**src/rtl/gwm_pkg.sv**
```systemverilog
// Shared constants, types and functions for the glob wildcard matcher.
`timescale 1ns / 1ps
package gwm_pkg;

   localparam int MAX_PATTERN = 32;
   localparam int POS_W       = MAX_PATTERN + 1;
   localparam int LEN_W       = 6;
   localparam int BYTE_W      = 8;
   localparam int CSR_IDX_W   = 3;
   localparam int CSR_DATA_W  = 64;
   localparam int PAT_WORDS   = 4;

   localparam logic [BYTE_W-1:0] STAR_BYTE  = 8'h2A;
   localparam logic [BYTE_W-1:0] QMARK_BYTE = 8'h3F;

   localparam logic [CSR_IDX_W-1:0] REG_PAT_0_7   = 3'd0;
   localparam logic [CSR_IDX_W-1:0] REG_PAT_8_15  = 3'd1;
   localparam logic [CSR_IDX_W-1:0] REG_PAT_16_23 = 3'd2;
   localparam logic [CSR_IDX_W-1:0] REG_PAT_24_31 = 3'd3;
   localparam logic [CSR_IDX_W-1:0] REG_PAT_LEN   = 3'd4;

   typedef logic [POS_W-1:0] pos_type;

   typedef struct packed {
      logic [MAX_PATTERN-1:0][BYTE_W-1:0] pbytes;
      pos_type                            star;
      pos_type                            qmark;
      pos_type                            lmask;
      logic [LEN_W-1:0]                   len;
   } pat_cfg_type;

   typedef struct packed {
      pos_type set;
      logic    seen;
   } fin_type;

   // Spread live bits across runs of stars with one carry chain.
   function automatic pos_type star_close(pos_type set, pos_type star, pos_type lmask);
      pos_type masked;
      pos_type seed;
      pos_type sum;
      masked = set & lmask;
      seed   = masked & star;
      sum    = star + seed;
      return masked | (sum ^ star);
   endfunction

endpackage

```
**src/rtl/gwm_if.sv**
```systemverilog
// Valid/ready channel interfaces for subject items and verdicts.
`timescale 1ns / 1ps
interface gwm_req_if;
   logic       valid;
   logic       ready;
   logic [7:0] subject_byte;
   logic       byte_present;
   logic       end_of_subject;

   modport source (output valid, output subject_byte, output byte_present,
                   output end_of_subject, input ready);
   modport sink   (input valid, input subject_byte, input byte_present,
                   input end_of_subject, output ready);
endinterface

interface gwm_rsp_if;
   logic valid;
   logic ready;
   logic matched;

   modport source (output valid, output matched, input ready);
   modport sink   (input valid, input matched, output ready);
endinterface

```
**src/rtl/glob_wildcard_matcher.sv**
```systemverilog
// Top level of the glob wildcard matcher.
// The verdict passes through the final-set and result registers after its end-of-subject item is taken.
// Throughput: one item per cycle while the verdict path does not stall; each byte advances the set in one step.
// The final star closure sits in its own stage, between the final-set and result registers.
// Reset is synchronous: pattern registers clear, the set returns to position zero.
`timescale 1ns / 1ps
module glob_wildcard_matcher (
   input  logic                           clock,
   input  logic                           reset,
   gwm_req_if.sink                        req_if,
   gwm_rsp_if.source                      rsp_if,
   input  logic                           csr_wr_en,
   input  logic [gwm_pkg::CSR_IDX_W-1:0]  csr_index,
   input  logic [gwm_pkg::CSR_DATA_W-1:0] csr_wdata
);
   import gwm_pkg::*;

   pat_cfg_type cfg;
   fin_type     fin;
   logic        accept;
   logic        fin_ready;

   assign req_if.ready = fin_ready;
   assign accept       = req_if.valid && fin_ready;

   gwm_csr u_csr (
      .clock     (clock),
      .reset     (reset),
      .csr_wr_en (csr_wr_en),
      .csr_index (csr_index),
      .csr_wdata (csr_wdata),
      .cfg       (cfg)
   );

   gwm_step u_step (
      .clock          (clock),
      .reset          (reset),
      .cfg            (cfg),
      .accept         (accept),
      .subject_byte   (req_if.subject_byte),
      .byte_present   (req_if.byte_present),
      .end_of_subject (req_if.end_of_subject),
      .fin            (fin)
   );

   gwm_verdict u_verdict (
      .clock       (clock),
      .reset       (reset),
      .cfg         (cfg),
      .load        (accept && req_if.end_of_subject),
      .fin         (fin),
      .ready       (fin_ready),
      .rsp_valid   (rsp_if.valid),
      .rsp_ready   (rsp_if.ready),
      .rsp_matched (rsp_if.matched)
   );

endmodule

```
**src/rtl/gwm_csr.sv**
```systemverilog
// Pattern registers and decoded per-position pattern masks.
`timescale 1ns / 1ps
module gwm_csr (
   input  logic                               clock,
   input  logic                               reset,
   input  logic                               csr_wr_en,
   input  logic [gwm_pkg::CSR_IDX_W-1:0]      csr_index,
   input  logic [gwm_pkg::CSR_DATA_W-1:0]     csr_wdata,
   output gwm_pkg::pat_cfg_type               cfg
);
   import gwm_pkg::*;

   logic [PAT_WORDS-1:0][CSR_DATA_W-1:0] pat_ff;
   logic [PAT_WORDS-1:0][CSR_DATA_W-1:0] pat_in;
   logic [LEN_W-1:0]                     len_ff;
   logic [LEN_W-1:0]                     len_in;
   logic [LEN_W-1:0]                     len_sat;

   always_comb begin
      pat_in = pat_ff;
      len_in = len_ff;
      if (csr_wr_en) begin
         unique case (csr_index)
            REG_PAT_0_7:   pat_in[0] = csr_wdata;
            REG_PAT_8_15:  pat_in[1] = csr_wdata;
            REG_PAT_16_23: pat_in[2] = csr_wdata;
            REG_PAT_24_31: pat_in[3] = csr_wdata;
            REG_PAT_LEN:   len_in    = csr_wdata[LEN_W-1:0];
            default:       len_in    = len_ff;
         endcase
      end
   end

   always_ff @(posedge clock) begin
      if (reset) begin
         pat_ff <= '0;
         len_ff <= '0;
      end else begin
         pat_ff <= pat_in;
         len_ff <= len_in;
      end
   end

   assign len_sat = (len_ff > LEN_W'(MAX_PATTERN)) ? LEN_W'(MAX_PATTERN) : len_ff;

   always_comb begin
      cfg       = '0;
      cfg.len   = len_sat;
      cfg.lmask[0] = 1'b1;
      for (int p = 0; p < MAX_PATTERN; p++) begin
         cfg.pbytes[p]  = pat_ff[p >> 3][8*(p & 7) +: BYTE_W];
         cfg.lmask[p+1] = (LEN_W'(p + 1) <= len_sat);
         cfg.star[p]    = (LEN_W'(p) < len_sat) && (cfg.pbytes[p] == STAR_BYTE);
         cfg.qmark[p]   = (LEN_W'(p) < len_sat) && (cfg.pbytes[p] == QMARK_BYTE);
      end
   end

endmodule

```
**src/rtl/gwm_step.sv**
```systemverilog
// Live position set: one bit-parallel advance per subject byte.
`timescale 1ns / 1ps
module gwm_step (
   input  logic                       clock,
   input  logic                       reset,
   input  gwm_pkg::pat_cfg_type       cfg,
   input  logic                       accept,
   input  logic [gwm_pkg::BYTE_W-1:0] subject_byte,
   input  logic                       byte_present,
   input  logic                       end_of_subject,
   output gwm_pkg::fin_type           fin
);
   import gwm_pkg::*;

   pos_type live_ff;
   pos_type live_in;
   logic    seen_ff;
   logic    seen_in;
   pos_type closed;
   pos_type nxt;
   pos_type adv;

   always_comb begin
      closed = star_close(live_ff, cfg.star, cfg.lmask);
      nxt    = '0;
      for (int p = 0; p < MAX_PATTERN; p++) begin
         if (closed[p] && cfg.star[p]) begin
            nxt[p] = 1'b1;
         end
         if (closed[p] && !cfg.star[p] && cfg.lmask[p+1] &&
             (cfg.qmark[p] || (cfg.pbytes[p] == subject_byte))) begin
            nxt[p+1] = 1'b1;
         end
      end
      adv = byte_present ? nxt : live_ff;
   end

   always_comb begin
      live_in = live_ff;
      seen_in = seen_ff;
      if (accept) begin
         if (end_of_subject) begin
            live_in = POS_W'(1);
            seen_in = 1'b0;
         end else begin
            live_in = adv;
            seen_in = seen_ff | byte_present;
         end
      end
   end

   always_ff @(posedge clock) begin
      if (reset) begin
         live_ff <= POS_W'(1);
         seen_ff <= 1'b0;
      end else begin
         live_ff <= live_in;
         seen_ff <= seen_in;
      end
   end

   assign fin.set  = adv;
   assign fin.seen = seen_ff | byte_present;

endmodule

```
**src/rtl/gwm_verdict.sv**
```systemverilog
// Final-set stage and verdict output register.
`timescale 1ns / 1ps
module gwm_verdict (
   input  logic                 clock,
   input  logic                 reset,
   input  gwm_pkg::pat_cfg_type cfg,
   input  logic                 load,
   input  gwm_pkg::fin_type     fin,
   output logic                 ready,
   output logic                 rsp_valid,
   input  logic                 rsp_ready,
   output logic                 rsp_matched
);
   import gwm_pkg::*;

   fin_type fin_ff;
   logic    fin_vld_ff;
   logic    fin_vld_in;
   logic    out_vld_ff;
   logic    out_vld_in;
   logic    matched_ff;
   logic    fin_move;
   logic    hit;
   pos_type closed;

   assign fin_move = fin_vld_ff && (!out_vld_ff || rsp_ready);
   assign ready    = !fin_vld_ff || fin_move;

   always_comb begin
      closed = star_close(fin_ff.set, cfg.star, cfg.lmask);
      hit    = fin_ff.seen && (cfg.len != '0) && closed[cfg.len];
   end

   always_comb begin
      fin_vld_in = fin_vld_ff;
      if (load) begin
         fin_vld_in = 1'b1;
      end else if (fin_move) begin
         fin_vld_in = 1'b0;
      end
      out_vld_in = out_vld_ff;
      if (fin_move) begin
         out_vld_in = 1'b1;
      end else if (rsp_ready) begin
         out_vld_in = 1'b0;
      end
   end

   always_ff @(posedge clock) begin
      if (reset) begin
         fin_vld_ff <= 1'b0;
         out_vld_ff <= 1'b0;
      end else begin
         fin_vld_ff <= fin_vld_in;
         out_vld_ff <= out_vld_in;
      end
   end

   always_ff @(posedge clock) begin
      if (load) begin
         fin_ff <= fin;
      end
      if (fin_move) begin
         matched_ff <= hit;
      end
   end

   assign rsp_valid   = out_vld_ff;
   assign rsp_matched = matched_ff;

endmodule
```
**src/flat_wrapper.sv**
```systemverilog
// flat-port wrapper written by rule: the top's interface ports become plain ports
module glob_wildcard_matcher_flat import gwm_pkg::*;
  (clock, reset, csr_wr_en, csr_index, csr_wdata, req_if_valid, req_if_subject_byte, req_if_byte_present, req_if_end_of_subject, req_if_ready, rsp_if_valid, rsp_if_matched, rsp_if_ready);
  gwm_req_if req_if_i ();
  gwm_rsp_if rsp_if_i ();
  input  logic clock;
  input  logic reset;
  input  logic csr_wr_en;
  input  logic [gwm_pkg::CSR_IDX_W-1:0] csr_index;
  input  logic [gwm_pkg::CSR_DATA_W-1:0] csr_wdata;
  input wire logic [$bits(req_if_i.valid)-1:0] req_if_valid;
  input wire logic [$bits(req_if_i.subject_byte)-1:0] req_if_subject_byte;
  input wire logic [$bits(req_if_i.byte_present)-1:0] req_if_byte_present;
  input wire logic [$bits(req_if_i.end_of_subject)-1:0] req_if_end_of_subject;
  output wire logic [$bits(req_if_i.ready)-1:0] req_if_ready;
  output wire logic [$bits(rsp_if_i.valid)-1:0] rsp_if_valid;
  output wire logic [$bits(rsp_if_i.matched)-1:0] rsp_if_matched;
  input wire logic [$bits(rsp_if_i.ready)-1:0] rsp_if_ready;
  assign req_if_i.valid = req_if_valid;
  assign req_if_i.subject_byte = req_if_subject_byte;
  assign req_if_i.byte_present = req_if_byte_present;
  assign req_if_i.end_of_subject = req_if_end_of_subject;
  assign req_if_ready = req_if_i.ready;
  assign rsp_if_valid = rsp_if_i.valid;
  assign rsp_if_matched = rsp_if_i.matched;
  assign rsp_if_i.ready = rsp_if_ready;
  glob_wildcard_matcher u_core (.clock(clock), .reset(reset), .req_if(req_if_i), .rsp_if(rsp_if_i), .csr_wr_en(csr_wr_en), .csr_index(csr_index), .csr_wdata(csr_wdata));
endmodule
```
**config.mk**
```make
export PLATFORM = sky130hd
export DESIGN_NAME = glob_wildcard_matcher_flat
export DESIGN_NICKNAME = d
export VERILOG_FILES = /design/src/rtl/gwm_pkg.sv /design/src/rtl/gwm_if.sv /design/src/rtl/glob_wildcard_matcher.sv /design/src/rtl/gwm_csr.sv /design/src/rtl/gwm_step.sv /design/src/rtl/gwm_verdict.sv /design/src/flat_wrapper.sv
export SDC_FILE = /design/constraint.sdc
export NUM_CORES = 1
export LEC_CHECK = 0
export BUFFER_PORTS_ARGS = -buffer_cell sky130_fd_sc_hd__buf_2
export CAP_MARGIN = 20
export CORE_MARGIN = 4
export CORE_UTILIZATION = 45
export DETAILED_ROUTE_END_ITERATION = 6
export GPL_ROUTABILITY_DRIVEN = 0
export PLACE_DENSITY_LB_ADDON = 0.12
export SLEW_MARGIN = 10
export SYNTH_ARGS = -nofsm -noshare
export SYNTH_HDL_FRONTEND = slang
export SYNTH_SLANG_ARGS = --single-unit
export TNS_END_PERCENT = 50
```
**constraint.sdc**
```tcl
create_clock -name clock -period 3.5 [get_ports clock]
set_clock_uncertainty 0.15 [all_clocks]
set_input_delay 0.7 -clock clock [delete_from_list [all_inputs] [get_ports clock]]
set_output_delay 0.7 -clock clock [all_outputs]
set_load 0.01 [all_outputs]
```
==> results by group <==
Critical path
  • Reg2Reg Setup Slack: -0.37 ns
  • CP Launch Point: u_core.u_csr.cfg[120]
  • WP data arrival: 4.13 ns
  • Slowest CP cell: o41ai_4
  • Crit start category: register
  • Critical Path RT: 3.76 ns
  • Cell family with most CP delay: simple AND/OR/NAND/NOR gates
  • WP buf/inv: 1
  • Slowest stage delay, CP: 0.44 ns
  • Critical Path Stages: 16
  • Crit end category: register
  • FF-to-FF path depth: 16
  • FF-to-FF Start: u_core.u_csr.cfg[120]
  • Max Fanout on Critical Path: 4
  • CP cell instances: nor4b_4 -> and2_4 -> nand2_4 -> nor2_4 -> ha_4 -> or3_4 -> o31ai_4 -> o41ai_4 -> nand3_2 -> a221o_1 -> buf_4 -> nand4b_1 -> a311oi_2 -> nor4_2 -> nand3_1 -> nor3_2
  • Capture point of the worst reg-to-reg path: u_core.u_verdict.rsp_matched
  • Crit Path Class: reg2reg
  • End point of the critical path: u_core.u_verdict.rsp_matched

Die
  • Starting Density: 0.455
  • I/O pins: 85
  • Num rows: 78
  • Area of the core: 45400 um2
  • Die X: 222 um
  • Die ar.: 49300 um2
  • Die Ht: 222 um

Synth
  • Count of state elements after synthesis: 333
  • Post-synth cell types: 100
  • Seq/Total Area, Yosys: 0.340
  • Post-synthesis async set-or-reset flop share: 0
  • Post-synth top area cell: dfxtp_1
  • Synth top area cells: dfxtp_1 (29%), nand2_1 (12%), a21oi_1 (8.9%)
  • Count leader, synth: nand2_1
  • Number of synthesized flops with an enable pin: 35
  • Post-synthesis instance total: 2803
  • Top FF cell, synth: dfxtp_1
  • Warnings from Yosys: 0
  • Syn_nets: 2887
  • Most frequent cells after synthesis: nand2_1 (665), a21oi_1 (366), dfxtp_1 (298), nor2_1 (198), xnor2_1 (192)
  • Mapped cell area: 20600 um2
  • Top-area cell type share of the netlist area: 0.289
  • Syn avg cell area: 7.36 um2

Clock tree
  • Clk Latency, worst-skew pair: 0.59 ns
  • Root Buffer: clkbuf_16
  • H-tree depth: 2
  • Clock Sinks: 333
  • CTS tree: yes
  • Clk pin slew, worst setup/hold paths: 0.06 ns
  • TritonCTS Buffers: 40
  • Hold Buf Count CTS: 0
  • Worst-case clock buffer depth: 3

Placement
  • Setup WS pre-CTS: -0.473 ns
  • Placed Cells: 3679
  • Detail Placement HPWL: 63.2 mm
  • I/O Buffers: 84

Routing
  • First drt pass iteration count: 6
  • Detailed-route via count: 23.2k
  • Metal2 WL: 36.9 mm
  • WL met1: 35.6 mm
  • Drt via density: 6.16
  • Final wirelength: 85.9 mm
  • Final ANT Viol Nets: 0
  • Met3 routed WL: 8.68 mm
  • DRC Markers: 0
  • Starting DRT DRC Count: 2890
  • Avg WL per Cell: 22.8 um
  • Top Metal Used: met4

Outcome
  • Outcome: finished with violations
  • Failing checks: setup timing

Layout
  • Nets@finish: 3230
  • Proportion of layout cells with a drive suffix above 1: 0.218
  • Fill cells: 4251
  • Fin util: 0.581
  • Area of the multi-input gates: 13500 um2
  • Reg area: 7030 um2
  • Final Non-Filler Cells: 3775
  • # diodes: 0
  • Area delta synth->final: 27.8%

Timing
  • RSZ-0062 raised after global routing: yes
  • Min Tclk post-route: 3.87 ns
  • Fin worst setup slack: -0.368 ns
  • Max_slew headroom: 0.479
  • Actual slew at the worst max-slew pin: 0.776 ns
  • Highest Clock Rate: 259 MHz
  • Setup_tns: -5.91 ns
  • Slew Limit Fails: 0
  • Final setup viols: 40
  • Hold Vio Cnt, Final: 0
  • Tcrit/Tclk final: 1.11

Power and ir drop
  • Leak Pwr: 9.27 nW
  • Worst VDD drop: 0.345 mV
  • Power density cells: 356 nW/um2

GRT
  • GRT Total Usage: 0.330
  • Initial antenna violation count: 1
  • Vias in the first global route: 21.9k
  • Largest net degree at the start of global routing: 95
  • Grt ovf: 0
  • First-pass GRT wire length: 129 mm

Worst hold path
  • Worst Hold Class: in2reg

Flow run
  • Maximum capacitance violations: 0
cells in the final DEF, fill, tap and decap left out, drive strengths merged, types with 46 or more instances in the layout:
cell | netlist | routed
nor3 | 69 | 69
a21oi | 368 | 368
clkbuf | 131 | 62
o21ai | 103 | 103
xor2 | 64 | 64
nand3 | 46 | 46
nand2 | 665 | 665
nor2 | 199 | 199
xnor2 | 192 | 192
dfxtp | 298 | 298
buf | 38 | 470
nand4 | 72 | 72
where the power goes:
| group | internal [mW] | switching [mW] | total (mW) |
|---|---|---|---|
| Sequential | 3.94 | 0.0978 | 4.04 |
| Clock | 2.50 | 1.77 | 4.26 |
| Combinational | 0.411 | 0.661 | 1.07 |
| Total | 6.85 | 2.53 | 9.38 |
final cells by class:
| type | count | area share |
|---|---|---|
| clock buffer | 62 | 0.0465 |
| tap | 600 | 0.0285 |
| timing repair buffer | 470 | 0.137 |
| multi-input combinational | 2273 | 0.514 |
| inverter | 28 | 0.00399 |
| sequential | 333 | 0.267 |
| clock inverter | 9 | 0.00427 |
worst min path at each step:
stage	startpoint	to	cells after the start
after CTS	csr_wdata[25]	u_core.u_csr.cfg[322]	3
after detailed placement	u_core.u_step.live_ff[32]	u_core.u_step.live_ff[32]	2
after global placement	u_core.u_step.live_ff[32]	u_core.u_step.live_ff[32]	2
after global routing	csr_wdata[25]	u_core.u_csr.cfg[322]	3
final	csr_wdata[25]	u_core.u_csr.cfg[322]	3
after floorplan	u_core.u_step.seen_ff	u_core.u_step.seen_ff	2
routing by layer:
| metal | up-vias | track usage |
|---|---|---|
| li1 | 10600 | - |
| met1 | 11000 | 0.448 |
| met2 | 1269 | 0.502 |
| met3 | 327 | 0.0776 |
| met4 | 0 | 0.148 |
| met5 | - | 0 |
flip-flops by register name (all words and copies together), names as in the netlist:
signal	cells
u_core.u_step.live_ff	33
u_core.u_verdict.rsp_valid	1
u_core.u_verdict.rsp_matched	1
u_core.u_verdict.fin_ff	34
u_core.u_step.seen_ff	1
u_core.u_csr.cfg	256
u_core.u_verdict.fin_vld_ff	1
u_core.u_csr.len_ff	6
through the flow:
| stage | power [mW] | hold WS [ns] | cell area [um2] |
|---|---|---|---|
| after floorplan | 4.66 | 0.279 | 20700 |
| after global placement | 5.12 | 0.294 | 24100 |
| after detailed placement | 5.14 | 0.310 | 24100 |
| after CTS | 9.37 | 0.218 | 25900 |
| after global routing | 9.66 | 0.230 | 26400 |
| final | 9.38 | 0.238 | 26400 |
worst register-to-register path, cell delays in order (launching register included):
cell      delay (ns)
dfxtp_2         0.33
nor4b_4         0.32
and2_4          0.23
nand2_4         0.08
nor2_4          0.15
ha_4            0.19
or3_4           0.14
o31ai_4         0.07
o41ai_4         0.44
nand3_2         0.19
a221o_1         0.42
buf_4           0.16
nand4b_1        0.09
a311oi_2        0.13
nor4_2          0.27
nand3_1         0.12
nor3_2          0.21
kinds of logic after synthesis:
family / synth area share
XOR/XNOR: 0.109
multiplexers: 0.00455
AO/OA/AOI/OAI: 0.220
flip-flops: 0.340
adder cells (fa/ha/maj): 0.00121
buffers and inverters: 0.0374
AND/OR/NAND/NOR: 0.288
timing repair:
action,CTS,global route
pin swaps,47,51
setup endpoints to repair,51,50
buffers inserted,13,16
resized for setup,69,70
Power figures use the tool's default switching activity.
